[config.mk]
export PLATFORM = sky130hd
export DESIGN_NAME = tga_rle_pixel_decoder_core
export DESIGN_NICKNAME = d
export VERILOG_FILES = /design/src/sv/tgarle_pkg.sv /design/src/sv/tgarle_front.sv /design/src/sv/tgarle_queue.sv /design/src/sv/tgarle_back.sv /design/src/sv/tga_rle_pixel_decoder_core.sv
export SDC_FILE = /design/constraint.sdc
export NUM_CORES = 1
export LEC_CHECK = 0
export BUFFER_PORTS_ARGS = -buffer_cell sky130_fd_sc_hd__buf_2
export CELL_PAD_IN_SITES_DETAIL_PLACEMENT = 0
export CELL_PAD_IN_SITES_GLOBAL_PLACEMENT = 1
export CORE_ASPECT_RATIO = 1.25
export CORE_MARGIN = 5
export CORE_UTILIZATION = 50
export CTS_CLUSTER_DIAMETER = 120
export DETAILED_ROUTE_END_ITERATION = 8
export PLACE_DENSITY_LB_ADDON = 0.1
export SYNTH_ARGS = -nofsm -noshare
export SYNTH_HDL_FRONTEND = slang
export SYNTH_SLANG_ARGS = --single-unit
[constraint.sdc]
create_clock -name clk -period 7.9 [get_ports clk]
set_input_delay 0.395 -clock clk [delete_from_list [all_inputs] [get_ports clk]]
set_output_delay 0.395 -clock clk [all_outputs]
set_load 0.005 [all_outputs]
[src/sv/tgarle_pkg.sv]
// ----------------------------------------------------------------------------
// tgarle_pkg
// Shared types and constants of the run-length TGA pixel decoder.
// ----------------------------------------------------------------------------
package tgarle_pkg;

  // field widths
  localparam int INDEX_BITS  = 24;
  localparam int PIXEL_BITS  = 32;
  localparam int BPP_BITS    = 3;
  localparam int TOTAL_BITS  = 25;
  localparam int RUN_BITS    = 8;
  localparam int CFG_DATA_BITS = 25;

  // command queue between front and back
  localparam int QUEUE_DEPTH    = 4;
  localparam int QUEUE_PTR_BITS = 2;
  localparam int QUEUE_CNT_BITS = 3;

  // register reset values
  localparam logic [BPP_BITS-1:0]   BPP_RESET   = 3'd4;
  localparam logic [TOTAL_BITS-1:0] TOTAL_RESET = 25'd1;

  // packet header coding
  localparam logic [7:0] HEADER_SPLIT = 8'd128;
  localparam logic [7:0] REPEAT_BIAS  = 8'd127;

  // configuration register indexes
  typedef enum logic [0:0] {
    REG_BYTES_PER_PIXEL = 1'b0,
    REG_TOTAL_PIXELS    = 1'b1
  } cfg_reg_t;

  // work handed from front to back
  typedef enum logic [1:0] {
    CMD_FLUSH = 2'd0,   // repeat header: send a held pixel alone
    CMD_PLACE = 2'd1,   // place count copies of pixel from pos on
    CMD_ERROR = 2'd2    // excess pixel: error result, drop held pixel
  } cmd_kind_t;

  typedef struct packed {
    cmd_kind_t               kind;
    logic [PIXEL_BITS-1:0]   pixel;
    logic [TOTAL_BITS-1:0]   pos;
    logic [RUN_BITS-1:0]     count;
    logic                    overflow;
  } cmd_t;

  // live configuration
  typedef struct packed {
    logic [BPP_BITS-1:0]   bpp;
    logic [TOTAL_BITS-1:0] total;
  } cfg_t;

  // one result item, index at full position width
  typedef struct packed {
    logic [PIXEL_BITS-1:0] first_pixel;
    logic [PIXEL_BITS-1:0] second_pixel;
    logic [1:0]            pixels_valid;
    logic [TOTAL_BITS-1:0] pixel_index;
    logic                  run_last;
    logic                  image_done;
    logic                  overflow_error;
  } result_t;

endpackage

[src/sv/tgarle_front.sv]
// ----------------------------------------------------------------------------
// tgarle_front
// Parses packet headers, gathers pixel bytes and counts placed pixels;
// issues one command per repeat header or finished pixel into the queue.
// ----------------------------------------------------------------------------
module tgarle_front (
  input  logic                              clk,
  input  logic                              rst,
  input  logic [7:0]                        data_byte,
  input  logic                              byte_valid,
  output logic                              byte_ready,
  input  tgarle_pkg::cfg_t                  cfg,
  input  logic                              queue_full,
  output logic                              push,
  output tgarle_pkg::cmd_t                  push_cmd
);

  typedef enum logic [2:0] {
    PH_HEADER = 3'b001,
    PH_RAW    = 3'b010,
    PH_REPEAT = 3'b100
  } phase_t;

  phase_t                                  phase, phase_next;
  logic [tgarle_pkg::RUN_BITS-1:0]         remaining, remaining_next;
  logic [1:0]                              byte_pos, byte_pos_next;
  logic [tgarle_pkg::PIXEL_BITS-1:0]       assembly, assembly_next;
  logic [tgarle_pkg::TOTAL_BITS-1:0]       written, written_next;

  logic                                    accept;
  logic [tgarle_pkg::BPP_BITS-1:0]         bpp_eff;
  logic [tgarle_pkg::PIXEL_BITS-1:0]       pixel_word;
  logic [2:0]                              pos_after;
  logic                                    pixel_done;
  logic                                    at_limit;
  logic [tgarle_pkg::TOTAL_BITS-1:0]       avail;
  logic                                    rep_over;
  logic [tgarle_pkg::RUN_BITS-1:0]         rep_count;
  logic [tgarle_pkg::RUN_BITS-1:0]         raw_left;
  logic [tgarle_pkg::TOTAL_BITS:0]         written_raw;
  logic [tgarle_pkg::TOTAL_BITS:0]         written_rep;
  logic [tgarle_pkg::TOTAL_BITS:0]         total_wide;

  // one byte per cycle while the queue has room for a command
  assign byte_ready = !queue_full;
  assign accept     = byte_valid && byte_ready;

  // pixel size clamped to one..four bytes
  always_comb begin
    case (cfg.bpp)
      3'd0:    bpp_eff = 3'd1;
      3'd1:    bpp_eff = 3'd1;
      3'd2:    bpp_eff = 3'd2;
      3'd3:    bpp_eff = 3'd3;
      3'd4:    bpp_eff = 3'd4;
      default: bpp_eff = 3'd4;
    endcase
  end

  // byte gathering and pixel budget
  assign pixel_word  = assembly | (tgarle_pkg::PIXEL_BITS'(data_byte) << {byte_pos, 3'b000});
  assign pos_after   = {1'b0, byte_pos} + 3'd1;
  assign pixel_done  = (pos_after >= bpp_eff);
  assign at_limit    = (written >= cfg.total);
  assign avail       = at_limit ? '0 : (cfg.total - written);
  assign rep_over    = (tgarle_pkg::TOTAL_BITS'(remaining) > avail);
  assign rep_count   = rep_over ? avail[tgarle_pkg::RUN_BITS-1:0] : remaining;
  assign raw_left    = (remaining != '0) ? (remaining - 8'd1) : '0;
  assign written_raw = {1'b0, written} + 26'd1;
  assign written_rep = {1'b0, written} + (tgarle_pkg::TOTAL_BITS+1)'(remaining);
  assign total_wide  = {1'b0, cfg.total};

  // next state and command
  always_comb begin
    phase_next     = phase;
    remaining_next = remaining;
    byte_pos_next  = byte_pos;
    assembly_next  = assembly;
    written_next   = written;
    push           = 1'b0;
    push_cmd       = '{kind: tgarle_pkg::CMD_PLACE, pixel: pixel_word, pos: written,
                       count: 8'd1, overflow: 1'b0};
    if (accept) begin
      case (phase)
        PH_RAW, PH_REPEAT: begin
          if (!pixel_done) begin
            assembly_next = pixel_word;
            byte_pos_next = pos_after[1:0];
          end else begin
            assembly_next = '0;
            byte_pos_next = '0;
            push          = 1'b1;
            if (phase == PH_RAW) begin
              remaining_next = raw_left;
              if (at_limit) begin
                // excess pixel: error and start a new image
                push_cmd.kind  = tgarle_pkg::CMD_ERROR;
                phase_next     = PH_HEADER;
                remaining_next = '0;
                written_next   = '0;
              end else begin
                written_next = written_raw[tgarle_pkg::TOTAL_BITS-1:0];
                if (raw_left == '0) begin
                  phase_next = PH_HEADER;
                  if (written_raw >= total_wide) begin
                    written_next = '0;
                  end
                end
              end
            end else begin
              // repeat run, cut at the image end
              push_cmd.kind     = (rep_count == '0) ? tgarle_pkg::CMD_ERROR
                                                    : tgarle_pkg::CMD_PLACE;
              push_cmd.count    = rep_count;
              push_cmd.overflow = rep_over;
              phase_next        = PH_HEADER;
              remaining_next    = '0;
              if (rep_over || (written_rep >= total_wide)) begin
                written_next = '0;
              end else begin
                written_next = written_rep[tgarle_pkg::TOTAL_BITS-1:0];
              end
            end
          end
        end
        default: begin
          // packet header
          byte_pos_next = '0;
          assembly_next = '0;
          if (data_byte < tgarle_pkg::HEADER_SPLIT) begin
            phase_next     = PH_RAW;
            remaining_next = data_byte + 8'd1;
          end else begin
            phase_next     = PH_REPEAT;
            remaining_next = data_byte - tgarle_pkg::REPEAT_BIAS;
            push           = 1'b1;
            push_cmd.kind  = tgarle_pkg::CMD_FLUSH;
          end
        end
      endcase
    end
  end

  // state registers
  always_ff @(posedge clk) begin
    if (rst) begin
      phase     <= PH_HEADER;
      remaining <= '0;
      byte_pos  <= '0;
      assembly  <= '0;
      written   <= '0;
    end else begin
      phase     <= phase_next;
      remaining <= remaining_next;
      byte_pos  <= byte_pos_next;
      assembly  <= assembly_next;
      written   <= written_next;
    end
  end

  // a command goes out only where the queue takes it
  a_push_room: assert property (@(posedge clk) disable iff (rst) push |-> !queue_full)
    else $error("front pushed into a full queue");
  // a header never carries pixel bytes over
  a_header_clean: assert property (@(posedge clk) disable iff (rst)
    (phase == PH_HEADER) |-> (byte_pos == '0 && assembly == '0))
    else $error("pixel bytes left over at a header");
  // a finished pixel always issues a command
  a_pixel_cmd: assert property (@(posedge clk) disable iff (rst)
    (accept && phase != PH_HEADER && pixel_done) |-> push)
    else $error("finished pixel issued no command");

endmodule

[src/sv/tgarle_queue.sv]
// ----------------------------------------------------------------------------
// tgarle_queue
// Short command queue between the front and the back.
// ----------------------------------------------------------------------------
module tgarle_queue (
  input  logic             clk,
  input  logic             rst,
  input  logic             push,
  input  tgarle_pkg::cmd_t push_cmd,
  output logic             full,
  input  logic             pop,
  output logic             head_valid,
  output tgarle_pkg::cmd_t head_cmd
);

  tgarle_pkg::cmd_t                      entries [tgarle_pkg::QUEUE_DEPTH];
  logic [tgarle_pkg::QUEUE_PTR_BITS-1:0] wr_ptr, rd_ptr;
  logic [tgarle_pkg::QUEUE_CNT_BITS-1:0] fill;

  // status
  assign full       = (fill == tgarle_pkg::QUEUE_CNT_BITS'(tgarle_pkg::QUEUE_DEPTH));
  assign head_valid = (fill != '0);
  assign head_cmd   = entries[rd_ptr];

  // entry storage
  always_ff @(posedge clk) begin
    if (push) begin
      entries[wr_ptr] <= push_cmd;
    end
  end

  // pointers and fill count
  always_ff @(posedge clk) begin
    if (rst) begin
      wr_ptr <= '0;
      rd_ptr <= '0;
      fill   <= '0;
    end else begin
      if (push) begin
        wr_ptr <= wr_ptr + tgarle_pkg::QUEUE_PTR_BITS'(1);
      end
      if (pop) begin
        rd_ptr <= rd_ptr + tgarle_pkg::QUEUE_PTR_BITS'(1);
      end
      case ({push, pop})
        2'b10:   fill <= fill + tgarle_pkg::QUEUE_CNT_BITS'(1);
        2'b01:   fill <= fill - tgarle_pkg::QUEUE_CNT_BITS'(1);
        default: fill <= fill;
      endcase
    end
  end

  // no pop from an empty queue
  a_pop_nonempty: assert property (@(posedge clk) disable iff (rst) pop |-> head_valid)
    else $error("pop from an empty queue");
  // fill count stays within depth
  a_fill_range: assert property (@(posedge clk) disable iff (rst)
    fill <= tgarle_pkg::QUEUE_CNT_BITS'(tgarle_pkg::QUEUE_DEPTH))
    else $error("queue fill count out of range");
  // fill count follows the requests
  a_fill_track: assert property (@(posedge clk) disable iff (rst)
    (push && !pop) |=> (fill == $past(fill) + tgarle_pkg::QUEUE_CNT_BITS'(1)))
    else $error("queue fill count lost a push");

endmodule

[src/sv/tgarle_back.sv]
// ----------------------------------------------------------------------------
// tgarle_back
// Carries out queued commands: pairs pixels, expands repeat runs and
// fills the output register, one result per cycle while it is free.
// ----------------------------------------------------------------------------
module tgarle_back (
  input  logic                              clk,
  input  logic                              rst,
  input  logic [tgarle_pkg::TOTAL_BITS-1:0] total_pixels,
  input  logic                              head_valid,
  input  tgarle_pkg::cmd_t                  head_cmd,
  output logic                              pop,
  output logic                              result_valid,
  input  logic                              result_ready,
  output tgarle_pkg::result_t               result
);

  typedef enum logic [1:0] {
    BK_IDLE = 2'b01,
    BK_RUN  = 2'b10
  } back_state_t;

  back_state_t                         state, state_next;
  tgarle_pkg::cmd_kind_t               kind, kind_next;
  logic [tgarle_pkg::PIXEL_BITS-1:0]   pixel, pixel_next;
  logic [tgarle_pkg::TOTAL_BITS-1:0]   pos, pos_next;
  logic [tgarle_pkg::RUN_BITS-1:0]     left, left_next;
  logic                                over, over_next;
  logic [tgarle_pkg::PIXEL_BITS-1:0]   held_pixel, held_pixel_next;
  logic                                held_valid, held_valid_next;

  logic                                slot_free;
  logic                                emit;
  tgarle_pkg::result_t                 emit_result;
  logic [tgarle_pkg::TOTAL_BITS:0]     pos_plus1, pos_plus2, next_plus1, total_wide;
  logic                                done;

  assign slot_free  = !result_valid || result_ready;
  assign total_wide = {1'b0, total_pixels};
  assign pos_plus1  = {1'b0, pos} + 26'd1;
  assign pos_plus2  = {1'b0, pos} + 26'd2;
  assign next_plus1 = {1'b0, pos_next} + 26'd1;

  // command execution
  always_comb begin
    state_next      = state;
    kind_next       = kind;
    pixel_next      = pixel;
    pos_next        = pos;
    left_next       = left;
    over_next       = over;
    held_pixel_next = held_pixel;
    held_valid_next = held_valid;
    pop             = 1'b0;
    emit            = 1'b0;
    done            = 1'b0;
    emit_result     = '{first_pixel: pixel, second_pixel: pixel, pixels_valid: 2'd2,
                        pixel_index: pos, run_last: 1'b1, image_done: 1'b0,
                        overflow_error: 1'b0};
    case (state)
      BK_RUN: begin
        if (slot_free) begin
          case (kind)
            tgarle_pkg::CMD_PLACE: begin
              if (held_valid) begin
                // held pixel pairs with the first copy
                done                     = (pos_plus1 == total_wide);
                emit                     = 1'b1;
                emit_result.first_pixel  = held_pixel;
                emit_result.pixel_index  = pos - 25'd1;
                pos_next                 = pos_plus1[tgarle_pkg::TOTAL_BITS-1:0];
                left_next                = left - 8'd1;
                held_valid_next          = 1'b0;
                held_pixel_next          = '0;
              end else if (left >= 8'd2) begin
                done      = (pos_plus2 == total_wide);
                emit      = 1'b1;
                pos_next  = pos_plus2[tgarle_pkg::TOTAL_BITS-1:0];
                left_next = left - 8'd2;
              end else begin
                // single copy: final pixel goes alone, otherwise held
                if (pos_plus1 == total_wide) begin
                  done                     = 1'b1;
                  emit                     = 1'b1;
                  emit_result.second_pixel = '0;
                  emit_result.pixels_valid = 2'd1;
                end else begin
                  held_pixel_next = pixel;
                  held_valid_next = 1'b1;
                end
                pos_next  = pos_plus1[tgarle_pkg::TOTAL_BITS-1:0];
                left_next = '0;
              end
              emit_result.image_done     = done;
              emit_result.overflow_error = over && done;
              emit_result.run_last       = (left_next == '0) ||
                                           (left_next == 8'd1 && next_plus1 != total_wide);
              if (left_next == '0) begin
                state_next = BK_IDLE;
              end
            end
            tgarle_pkg::CMD_FLUSH: begin
              if (held_valid) begin
                emit                     = 1'b1;
                emit_result.first_pixel  = held_pixel;
                emit_result.second_pixel = '0;
                emit_result.pixels_valid = 2'd1;
                emit_result.pixel_index  = pos - 25'd1;
              end
              held_valid_next = 1'b0;
              held_pixel_next = '0;
              state_next      = BK_IDLE;
            end
            tgarle_pkg::CMD_ERROR: begin
              emit                       = 1'b1;
              emit_result.first_pixel    = '0;
              emit_result.second_pixel   = '0;
              emit_result.pixels_valid   = 2'd0;
              emit_result.overflow_error = 1'b1;
              held_valid_next            = 1'b0;
              held_pixel_next            = '0;
              state_next                 = BK_IDLE;
            end
            default: begin
              state_next = BK_IDLE;
            end
          endcase
        end
      end
      default: begin
        // fetch the next command
        if (head_valid) begin
          pop        = 1'b1;
          kind_next  = head_cmd.kind;
          pixel_next = head_cmd.pixel;
          pos_next   = head_cmd.pos;
          left_next  = head_cmd.count;
          over_next  = head_cmd.overflow;
          state_next = BK_RUN;
        end
      end
    endcase
  end

  // working registers
  always_ff @(posedge clk) begin
    kind  <= kind_next;
    pixel <= pixel_next;
    pos   <= pos_next;
    left  <= left_next;
    over  <= over_next;
    if (emit) begin
      result <= emit_result;
    end
  end

  // control registers
  always_ff @(posedge clk) begin
    if (rst) begin
      state        <= BK_IDLE;
      held_valid   <= 1'b0;
      held_pixel   <= '0;
      result_valid <= 1'b0;
    end else begin
      state      <= state_next;
      held_valid <= held_valid_next;
      held_pixel <= held_pixel_next;
      if (emit) begin
        result_valid <= 1'b1;
      end else if (result_ready) begin
        result_valid <= 1'b0;
      end
    end
  end

  // a result with no pixels is always an error result
  a_empty_is_error: assert property (@(posedge clk) disable iff (rst)
    (result_valid && result.pixels_valid == 2'd0) |-> result.overflow_error)
    else $error("result without pixels lacks the error flag");
  // second pixel is zero unless a pair is sent
  a_second_zero: assert property (@(posedge clk) disable iff (rst)
    (result_valid && result.pixels_valid != 2'd2) |-> (result.second_pixel == '0))
    else $error("unpaired result carries a second pixel");
  // an image end always carries a pixel
  a_done_has_pixel: assert property (@(posedge clk) disable iff (rst)
    (result_valid && result.image_done) |-> (result.pixels_valid != 2'd0))
    else $error("image end without a pixel");
  // a new result only replaces one that is taken
  a_no_overwrite: assert property (@(posedge clk) disable iff (rst)
    (result_valid && !result_ready) |=> (result_valid && $stable(result)))
    else $error("pending result overwritten");

endmodule

[src/sv/tga_rle_pixel_decoder_core.sv]
// ----------------------------------------------------------------------------
// tga_rle_pixel_decoder_core
// Run-length TGA pixel decoder: compressed bytes in, pixel pairs out.
// ----------------------------------------------------------------------------
//
//  channel   signals                                   request
//  -------   ---------------------------------------   -----------------------
//  bytes     byte_valid / byte_ready, data_byte         one stream byte
//  results   result_valid / result_ready, pixel fields  up to two pixels
//  config    cfg_valid / cfg_ready, cfg_index, cfg_data one register write
//
// A byte is taken whenever the four-entry command queue has room.
// The back fetches a command and then sends one result per cycle while the
// output register is free, sending a repeat run as pixel pairs.
// Reset clears all control state; registers return to 4 bytes and 1 pixel.
// A stalled result holds the output register; a full queue drops byte_ready.
// Config writes are always taken and apply at once.
// ----------------------------------------------------------------------------
module tga_rle_pixel_decoder_core #(
  parameter int INDEX_BITS = tgarle_pkg::INDEX_BITS
) (
  input  logic                                 clk,
  input  logic                                 rst,
  // stream bytes
  input  logic                                 byte_valid,
  output logic                                 byte_ready,
  input  logic [7:0]                           data_byte,
  // results
  output logic                                 result_valid,
  input  logic                                 result_ready,
  output logic [tgarle_pkg::PIXEL_BITS-1:0]    first_pixel,
  output logic [tgarle_pkg::PIXEL_BITS-1:0]    second_pixel,
  output logic [1:0]                           pixels_valid,
  output logic [INDEX_BITS-1:0]                pixel_index,
  output logic                                 run_last,
  output logic                                 image_done,
  output logic                                 overflow_error,
  // configuration writes
  input  logic                                 cfg_valid,
  output logic                                 cfg_ready,
  input  logic [0:0]                           cfg_index,
  input  logic [tgarle_pkg::CFG_DATA_BITS-1:0] cfg_data
);

  tgarle_pkg::cfg_t    cfg;
  logic                queue_full;
  logic                push;
  tgarle_pkg::cmd_t    push_cmd;
  logic                pop;
  logic                head_valid;
  tgarle_pkg::cmd_t    head_cmd;
  tgarle_pkg::result_t result;

  // configuration registers
  assign cfg_ready = 1'b1;

  always_ff @(posedge clk) begin
    if (rst) begin
      cfg.bpp   <= tgarle_pkg::BPP_RESET;
      cfg.total <= tgarle_pkg::TOTAL_RESET;
    end else if (cfg_valid && cfg_ready) begin
      case (tgarle_pkg::cfg_reg_t'(cfg_index))
        tgarle_pkg::REG_BYTES_PER_PIXEL: cfg.bpp   <= cfg_data[tgarle_pkg::BPP_BITS-1:0];
        tgarle_pkg::REG_TOTAL_PIXELS:    cfg.total <= cfg_data[tgarle_pkg::TOTAL_BITS-1:0];
        default:                         cfg       <= cfg;
      endcase
    end
  end

  // header parsing and byte gathering
  tgarle_front u_front (
    .clk        (clk),
    .rst        (rst),
    .data_byte  (data_byte),
    .byte_valid (byte_valid),
    .byte_ready (byte_ready),
    .cfg        (cfg),
    .queue_full (queue_full),
    .push       (push),
    .push_cmd   (push_cmd)
  );

  // command queue
  tgarle_queue u_queue (
    .clk        (clk),
    .rst        (rst),
    .push       (push),
    .push_cmd   (push_cmd),
    .full       (queue_full),
    .pop        (pop),
    .head_valid (head_valid),
    .head_cmd   (head_cmd)
  );

  // run expansion and output register
  tgarle_back u_back (
    .clk          (clk),
    .rst          (rst),
    .total_pixels (cfg.total),
    .head_valid   (head_valid),
    .head_cmd     (head_cmd),
    .pop          (pop),
    .result_valid (result_valid),
    .result_ready (result_ready),
    .result       (result)
  );

  // result fields
  assign first_pixel    = result.first_pixel;
  assign second_pixel   = result.second_pixel;
  assign pixels_valid   = result.pixels_valid;
  assign pixel_index    = INDEX_BITS'(result.pixel_index);
  assign run_last       = result.run_last;
  assign image_done     = result.image_done;
  assign overflow_error = result.overflow_error;

endmodule
==> metrics.cfg, run 1 <==
[power]
ir_drop_uv = 209
power_density_nw_per_um2 = 306
p_leak_nw = 12.0
p_total_mw = 10.1

[detailed_routing]
firstDrtPassIters = 6
drc = 0
wire_per_inst_um = 24.0
ant_nets = 0
drt_iter0_markers = 1961
vias = 21382
finalWirelength_mm = 84.8
via_per_inst = 6.05

[final_layout]
diodes = 0
nNetsFinal = 2886
fin_util_pct = 56.4
layout-drive-gt1-share_pct = 13.9
fin_area_um2 = 33000
area_delta_synth_final_pct = 11.7
final_cells = 3532

[logic_synthesis]
synth_top_cells_by_count = edfxtp_1 (408), nand2_1 (229), nor2_1 (180)
synth_cell_types = 97
synth_area_leaders = edfxtp_1 (42%), dfxtp_1 (11%), mux4_2 (5.2%), ha_1 (5.0%), xnor2_1 (4.1%)
synthArstFlopShare_pct = 0
netlist_area_um2 = 29500
netlist.area_leader.share_pct = 41.5
synth_top_cell_by_area = edfxtp_1
synthCells = 2628
synth-seq-cells = 576
yosys_warnings = 0
syn_nets = 2788
synth_flop_cell = edfxtp_1
avgSynthCellArea_um2 = 11.2
synth-edff-count = 408
yosysMostFrequentCell = edfxtp_1
synth_seq_area_share_pct = 52.9

[die]
pin_count = 135
num_rows = 99
initial_utilization_pct = 50.5
die_h_um = 282
die_area_um2 = 64000
core_area_um2 = 58500
dieWidth_um = 227

[sta]
min_period_ns = 6.41
hold_violations = 0
slew_headroom_pct = 19.6
finalWorstSetupSlack_ns = 1.49
min_period_over_period_pct = 81.2
hold-worst-slack_ns = 0.0248
fmax_mhz = 156
rsz0062_at_grt = false
finalSetupViolCount = 0
tns_ns = 0
slew_viol_final = 0
worst_slew_pin_slew_ns = 1.21
fin_skew_ns = 0.0414

[setup_path]
cp.required_ns = 8.15
path_max_fanout = 48
cp-start-kind = flip-flop
path_class = reg2reg
arrival_ns = 6.66
end_kind = flip-flop

[clock_network]
clkSinkCount = 576
cts-root-buf = clkbuf_16
h-tree-depth = 2
clock_latency_ns = 0.64
clockBufferDepth = 3
clk_pin_slew_ns = 0.06
postCtsSetupBuffers = 0
cts_tree = built
cts_buffers = 57

[placement]
dpl.cell_count = 3411
place_hpwl_mm = 60.2
place_congestion = 0.925
pre_cts_slack_ns = 1.59
port_buffers = 133
place_area_um2 = 30900

[status]
status = complete, no violations

[grt]
grt_overflow = 0
grt_pass1_wl_mm = 127
grt_pass1_vias = 21085
antenna_found_initial = 5
grt_max_degree = 81
grt_usage_pct = 26.0

[worst_hold_path]
min_path_type = in2reg

[job]
max_cap_violations = 0

==> metal layers <==
layer	global-route usage (%)	vias up	wire length (um)
met4	7.61	2	2540
met5	0	-	7
met1	36.3	10640	36900
met3	4.98	143	5850
li1	-	9908	-
met2	41.7	689	39400
==> cells by family after synthesis <==
family                   after synthesis  share of synthesized area [%]
AND/OR/NAND/NOR                      831                           14.0
flip-flops                           576                           52.9
AO/OA/AOI/OAI                        545                           12.4
buffers and inverters                261                           3.46
XOR/XNOR                             194                           5.76
adder cells (fa/ha/maj)              121                           5.21
multiplexers                          99                           6.33
other                                  1                         0.0127
==> critical path, stage by stage (launching register included) <==
cell and delay, ns:
dfxtp_1 0.57, ha_1 0.42, nand4_1 0.55, nor4_1 1.11, and2b_1 0.34, nand2_1 0.09
xor2_1 0.20, nor4_1 0.28, o2111ai_1 0.20, a2111oi_2 0.70, o21ai_0 0.33, a21oi_1 0.20
o21ai_0 0.14, clkinv_2 0.30, buf_4 0.57
==> path summary, 6_finish.rpt <==
check,startpoint,to,slack (ns),depth (start not counted)
worst max-delay path,u_back.pos[2],u_back.result[85],1.49,14
worst min-delay path,cfg_data[12],cfg[12],0.02,3
worst max register to register,u_back.pos[2],u_back.result[85],1.49,14
worst min register to register,u_back.held_pixel[12],u_back.held_pixel[12],0.45,2
==> sequential cells by signal (all words and copies together), names as in the netlist, 8 cells and up, named ones only <==
signal	cells
u_front.remaining	8
cfg	28
u_back.left	8
u_back.pos	25
u_front.assembly	32
u_back.result	93
u_front.written	25
u_back.pixel	32
u_back.held_pixel	32
u_queue.entries	272
==> layout make-up <==
cell class,instances,area (um2)
Fill cell,5058,25500
Sequential cell,576,15600
Multi-Input combinational cell,1791,12900
Clock buffer,71,1530
Timing Repair Buffer,184,1080
Tap cell,757,947
Clock inverter,37,447
Inverter,116,437
==> cell usage in the layout, fill, tap and decap left out, drive strengths merged, types with 12 or more instances in the layout <==
cell | Yosys | final
xor2 | 55 | 55
inv | 113 | 116
edfxtp | 408 | 408
nor4 | 33 | 33
nand4 | 44 | 44
nor3 | 47 | 47
a22oi | 12 | 12
a31oi | 15 | 15
nand2 | 229 | 229
dlygate4sd3 | 0 | 13
xnor2 | 139 | 139
and3 | 25 | 25
o211ai | 17 | 17
o21a | 16 | 16
and2 | 48 | 48
a21o | 68 | 68
o21ai | 102 | 102
or3 | 18 | 18
a211oi | 16 | 16
a21oi | 157 | 157
clkinv | 3 | 23
a22o | 32 | 32
mux2i | 24 | 24
o22ai | 28 | 28
clkbuf | 111 | 71
nand2b | 26 | 26
dfxtp | 168 | 168
nor2b | 22 | 22
nand3 | 109 | 109
buf | 34 | 171
nor2 | 180 | 180
mux4 | 68 | 68
ha | 118 | 118
==> what timing repair did <==
item	4_1_cts	5_1_grt
gates resized for setup	0	0
hold buffers	13	0
endpoints found under the hold margin	13	0
==> where the power goes <==
group | switching (mW) | internal (mW)
logic | 1.85 | 1.22
clock network | 1.21 | 1.62
registers | 0.479 | 3.71
total | 3.54 | 6.55
Note: power is estimated with default switching activity, not from simulation.
==> run 2, diff against run 1 <==
--- a/config.mk
+++ b/config.mk
@@ -5,12 +5,13 @@
 export SDC_FILE = /design/constraint.sdc
 export NUM_CORES = 1
 export LEC_CHECK = 0
+export ABC_AREA = 1
 export BUFFER_PORTS_ARGS = -buffer_cell sky130_fd_sc_hd__buf_2
 export CELL_PAD_IN_SITES_DETAIL_PLACEMENT = 0
 export CELL_PAD_IN_SITES_GLOBAL_PLACEMENT = 1
 export CORE_ASPECT_RATIO = 1.25
 export CORE_MARGIN = 5
-export CORE_UTILIZATION = 50
+export CORE_UTILIZATION = 48
 export CTS_CLUSTER_DIAMETER = 120
 export DETAILED_ROUTE_END_ITERATION = 8
 export PLACE_DENSITY_LB_ADDON = 0.1
==> constraint.sdc (replaced) <==
create_clock -name clk -period 6 [get_ports clk]
set_input_delay 0.3 -clock clk [delete_from_list [all_inputs] [get_ports clk]]
set_output_delay 0.3 -clock clk [all_outputs]
set_load 0.005 [all_outputs]
==> run 2 against run 1 <==
Die area is 12% higher; first-iteration DRC count is 15% higher; register-to-register slack worse by 0.64 ns; global-route usage is 1.1 points higher; critical path depth is 10 higher; clock skew is 0.0031 ns higher; largest cell class unchanged; critical endpoint is now u_queue.entries[3][66]; flip-flop and latch count stayed put; final cell count is 32% higher.
==> metrics.cfg, run 2 <==
[logic_synthesis]
synth_seq_area_share_pct = 48.9  ; was 52.9%
netlist_area_um2 = 31900  ; was 29,500 um2
yosys_warnings = 0  ; unchanged
synthArstFlopShare_pct = 0  ; unchanged
syn_nets = 3843  ; was 2,788
yosysMostFrequentCell = nand2_1  ; was edfxtp_1
synth-seq-cells = 576  ; unchanged
synthCells = 3683  ; was 2,628
synth_area_leaders = edfxtp_1 (38%), dfxtp_1 (11%), nand2_1 (7.2%), nor2_1 (5.2%), o21ai_0 (4.9%)  ; was edfxtp_1 (42%), dfxtp_1 (11%), mux4_2 (5.2%), ha_1 (5.0%), xnor2_1 (4.1%)
synth_top_family_by_area = simple AND/OR/NAND/NOR gates  ; unchanged
netlist.area_leader.share_pct = 38.4  ; was 41.5%
synth_flop_cell = edfxtp_1  ; unchanged
synth_cell_types = 67  ; was 97
synthMuxAreaShare_pct = 0  ; was 6.33%
synth-xor-area-share_pct = 3.57  ; was 5.76%
synth_top_cells_by_count = nand2_1 (610), nor2_1 (440), edfxtp_1 (408)  ; was edfxtp_1 (408), nand2_1 (229), nor2_1 (180)
synth_top_cell_by_area = edfxtp_1  ; unchanged
avgSynthCellArea_um2 = 8.67  ; was 11.2 um2
synth-simple-area-share_pct = 22.4  ; was 14.0%
synth-edff-count = 408  ; unchanged
synth_compound_area_share_pct = 13.4  ; was 12.4%
yosys.area_share.adder_pct = 4.81  ; was 5.21%

[sta]
slew_headroom_pct = 15.9  ; was 19.6%
min_period_over_period_pct = 85.9  ; was 81.2%
hold_violations = 0  ; unchanged
fmax_mhz = 194  ; was 156 MHz
hold-worst-slack_ns = 0.0435  ; was 0.0248 ns
tns_ns = 0  ; unchanged
min_period_ns = 5.15  ; was 6.41 ns
worst_slew_pin_slew_ns = 1.26  ; was 1.21 ns
rsz0062_at_grt = false  ; unchanged
finalSetupViolCount = 0  ; unchanged
slew_viol_final = 0  ; unchanged
fin_skew_ns = 0.0445  ; was 0.0414 ns

[final_layout]
final_cell_mix = nand2_1 (610), nor2_1 (433), edfxtp_1 (408)  ; was edfxtp_1 (408), nand2_1 (229), nor2_1 (178)
layout_commonest_cell = nand2_1  ; was edfxtp_1
fin_area_um2 = 35500  ; was 33,000 um2
regMostFlops = u_queue.entries  ; unchanged
largest_reg_flops = 272  ; unchanged
nNetsFinal = 3931  ; was 2,886
area_delta_synth_final_pct = 11.1  ; was 11.7%
layout-drive-gt1-share_pct = 11.9  ; was 13.9%
reg.largest.list = u_queue.entries x272, u_back.result x93  ; unchanged
diodes = 0  ; unchanged
multiInputGateArea_um2 = 14200  ; was 12,900 um2
fill_cells = 6077  ; was 5,058
regArea_um2 = 15600  ; unchanged

[setup_path]
cp-start-kind = flip-flop  ; unchanged
path_class = reg2reg  ; unchanged
path_cells = inv_1 -> ha_1 -> a21oi_1 -> o21ai_0 -> a21oi_1 -> nand2_1 -> o21bai_2 -> nor2_1 -> ha_1 -> nor3_1 -> nor2_1 -> o21ai_0 -> a21oi_1 -> nor2_1 -> nand2_2 -> nor2_4 -> nand2_4 -> nand2_1 -> nand2_1 -> nand2_1 -> nor2_1 -> nand2_1 -> nand2_1 -> a21oi_1  ; was ha_1 -> nand4_1 -> nor4_1 -> and2b_1 -> nand2_1 -> xor2_1 -> nor4_1 -> o2111ai_1 -> a2111oi_2 -> o21ai_0 -> a21oi_1 -> o21ai_0 -> clkinv_2 -> buf_4
path_max_fanout = 10  ; was 48
end_kind = flip-flop  ; unchanged
cp_top_family = simple AND/OR/NAND/NOR gates  ; unchanged
critPathBufInv = 1  ; was 2
cp.required_ns = 6.43  ; was 8.15 ns
critPathMostFrequentCell = nand2_1
worst_path_max_delay_cell = dfxtp_1  ; was nor4_1
slowest_delay_ns = 0.62  ; was 1.11 ns
arrival_ns = 5.58  ; was 6.66 ns

[placement]
place_congestion = 0.921  ; was 0.925
place_area_um2 = 33300  ; was 30,900 um2
place_hpwl_mm = 74.3  ; was 60.2 mm
port_buffers = 133  ; unchanged

[clock_network]
clkSinkCount = 576  ; unchanged
postCtsSetupBuffers = 0  ; unchanged
clock_latency_ns = 0.64  ; about the same
h-tree-depth = 2  ; unchanged
cts_buffers = 58  ; was 57
cts-root-buf = clkbuf_16  ; unchanged
clk_pin_slew_ns = 0.07  ; was 0.06 ns
clockBufferDepth = 3  ; unchanged
cts_tree = built  ; unchanged

[detailed_routing]
drt_iter0_markers = 2263  ; was 1,961
drc = 0  ; unchanged
via_per_inst = 5.69  ; was 6.05
vias = 26597  ; was 21,382
wire_per_inst_um = 21.5  ; was 24.0 um
finalWirelength_mm = 101  ; was 84.8 mm
firstDrtPassIters = 6  ; unchanged
ant_nets = 0  ; unchanged

[power]
power_density_nw_per_um2 = 440  ; was 306 nW/um2
ir_drop_uv = 276  ; was 209 uV
p_leak_nw = 14.4  ; was 12.0 nW

[die]
die_area_um2 = 71800  ; was 64,000 um2
initial_utilization_pct = 48.5  ; was 50.5%
num_rows = 105  ; was 99
core_area_um2 = 65800  ; was 58,500 um2
die_h_um = 298  ; was 282 um
dieWidth_um = 241  ; was 227 um
pin_count = 135  ; unchanged

[status]
status = complete, no violations  ; unchanged

[grt]
grt_overflow = 0  ; unchanged
grt_pass1_wl_mm = 152  ; was 127 mm
grt_pass1_vias = 25520  ; was 21,085
antenna_found_initial = 2  ; was 5
grt_usage_pct = 27.1  ; was 26.0%
grt_max_degree = 71  ; was 81

[job]
max_cap_violations = 0  ; unchanged

[worst_hold_path]
min_path_type = in2reg  ; unchanged

==> run 2: cell count changes after synthesis, sizes merged, moves of 25 or more <==
cell,before,now
nand3,109,275
nor2,180,483
xor2,55,121
nand2b,26,1
a22o,32,1
xnor2,139,4
mux4,68,0
a21o,68,6
o21ai,102,330
a21oi,157,231
a221oi,2,33
nand2,229,654
inv,113,386
==> run 2: per-stage QoR <==
stage	worst slack, ns	cells	utilization (%)	power (mW)
detailed placement	0.848	4550	50.6	11.8
CTS	0.809	4677	53.9	15.6
global route	0.363	4677	53.9	16.6
global placement	0.952	4550	50.6	11.7
floorplan	0.855	3683	-	9.93
finish	0.849	4677	53.9	15.6
==> run 2: worst paths after layout <==
check,startpoint,to,slack (ns),depth (start not counted)
hold reg to reg,u_back.held_pixel[28],u_back.held_pixel[28],0.46,2
setup reg to reg,u_front.written[24],u_queue.entries[3][66],0.85,24
hold / removal,cfg_data[4],cfg[4],0.04,3
setup / recovery,u_front.written[24],u_queue.entries[3][66],0.85,24
==> run 2: routing by layer <==
metal | routed length [um] | global-route usage [%] | vias up
li1 | - | - | 12726
met1 | 42900 | 38.2 | 12738
met2 | 47400 | 44.3 | 976
met3 | 6800 | 2.92 | 157
met4 | 3440 | 8.47 | 0
met5 | 0 | 0 | -
==> run 2: power by group <==
group	total (mW)	switching, mW	internal, mW
Sequential	5.63	0.588	5.04
Combinational	6.21	4.40	1.81
Clock	3.77	1.61	2.16
==> run 2: logic make-up (layout without fill, tap and decap cells) <==
kind of cell    after synthesis  in the layout
xor+xnor                    127            127
other cells                   1              1
buf+inv                     549            687
flops                       576            576
compound gates              738            738
fa+ha+maj                   121            121
simple gates               1571           1571
==> run 2: timing repair <==
action                                 in CTS  in global routing
gates resized for setup                     0                  0
endpoints found under the hold margin      17                  0
hold buffers                               17                  0
==> run 2: layout make-up <==
cell class                      instances  area share, %
Sequential cell                       576           44.0
Multi-Input combinational cell       2558           39.9
Inverter                              395           4.20
Clock inverter                         32           1.12
Tap cell                              856           3.02
Timing Repair Buffer                  182           3.17
Clock buffer                           78           4.53
==> run 2: tightest hold or removal path: cells and delay by family <==
| kind | cells | cell delay, ns |
|---|---|---|
| buf+inv | 1 | 0.08 |
| compound gates | 2 | 0.23 |
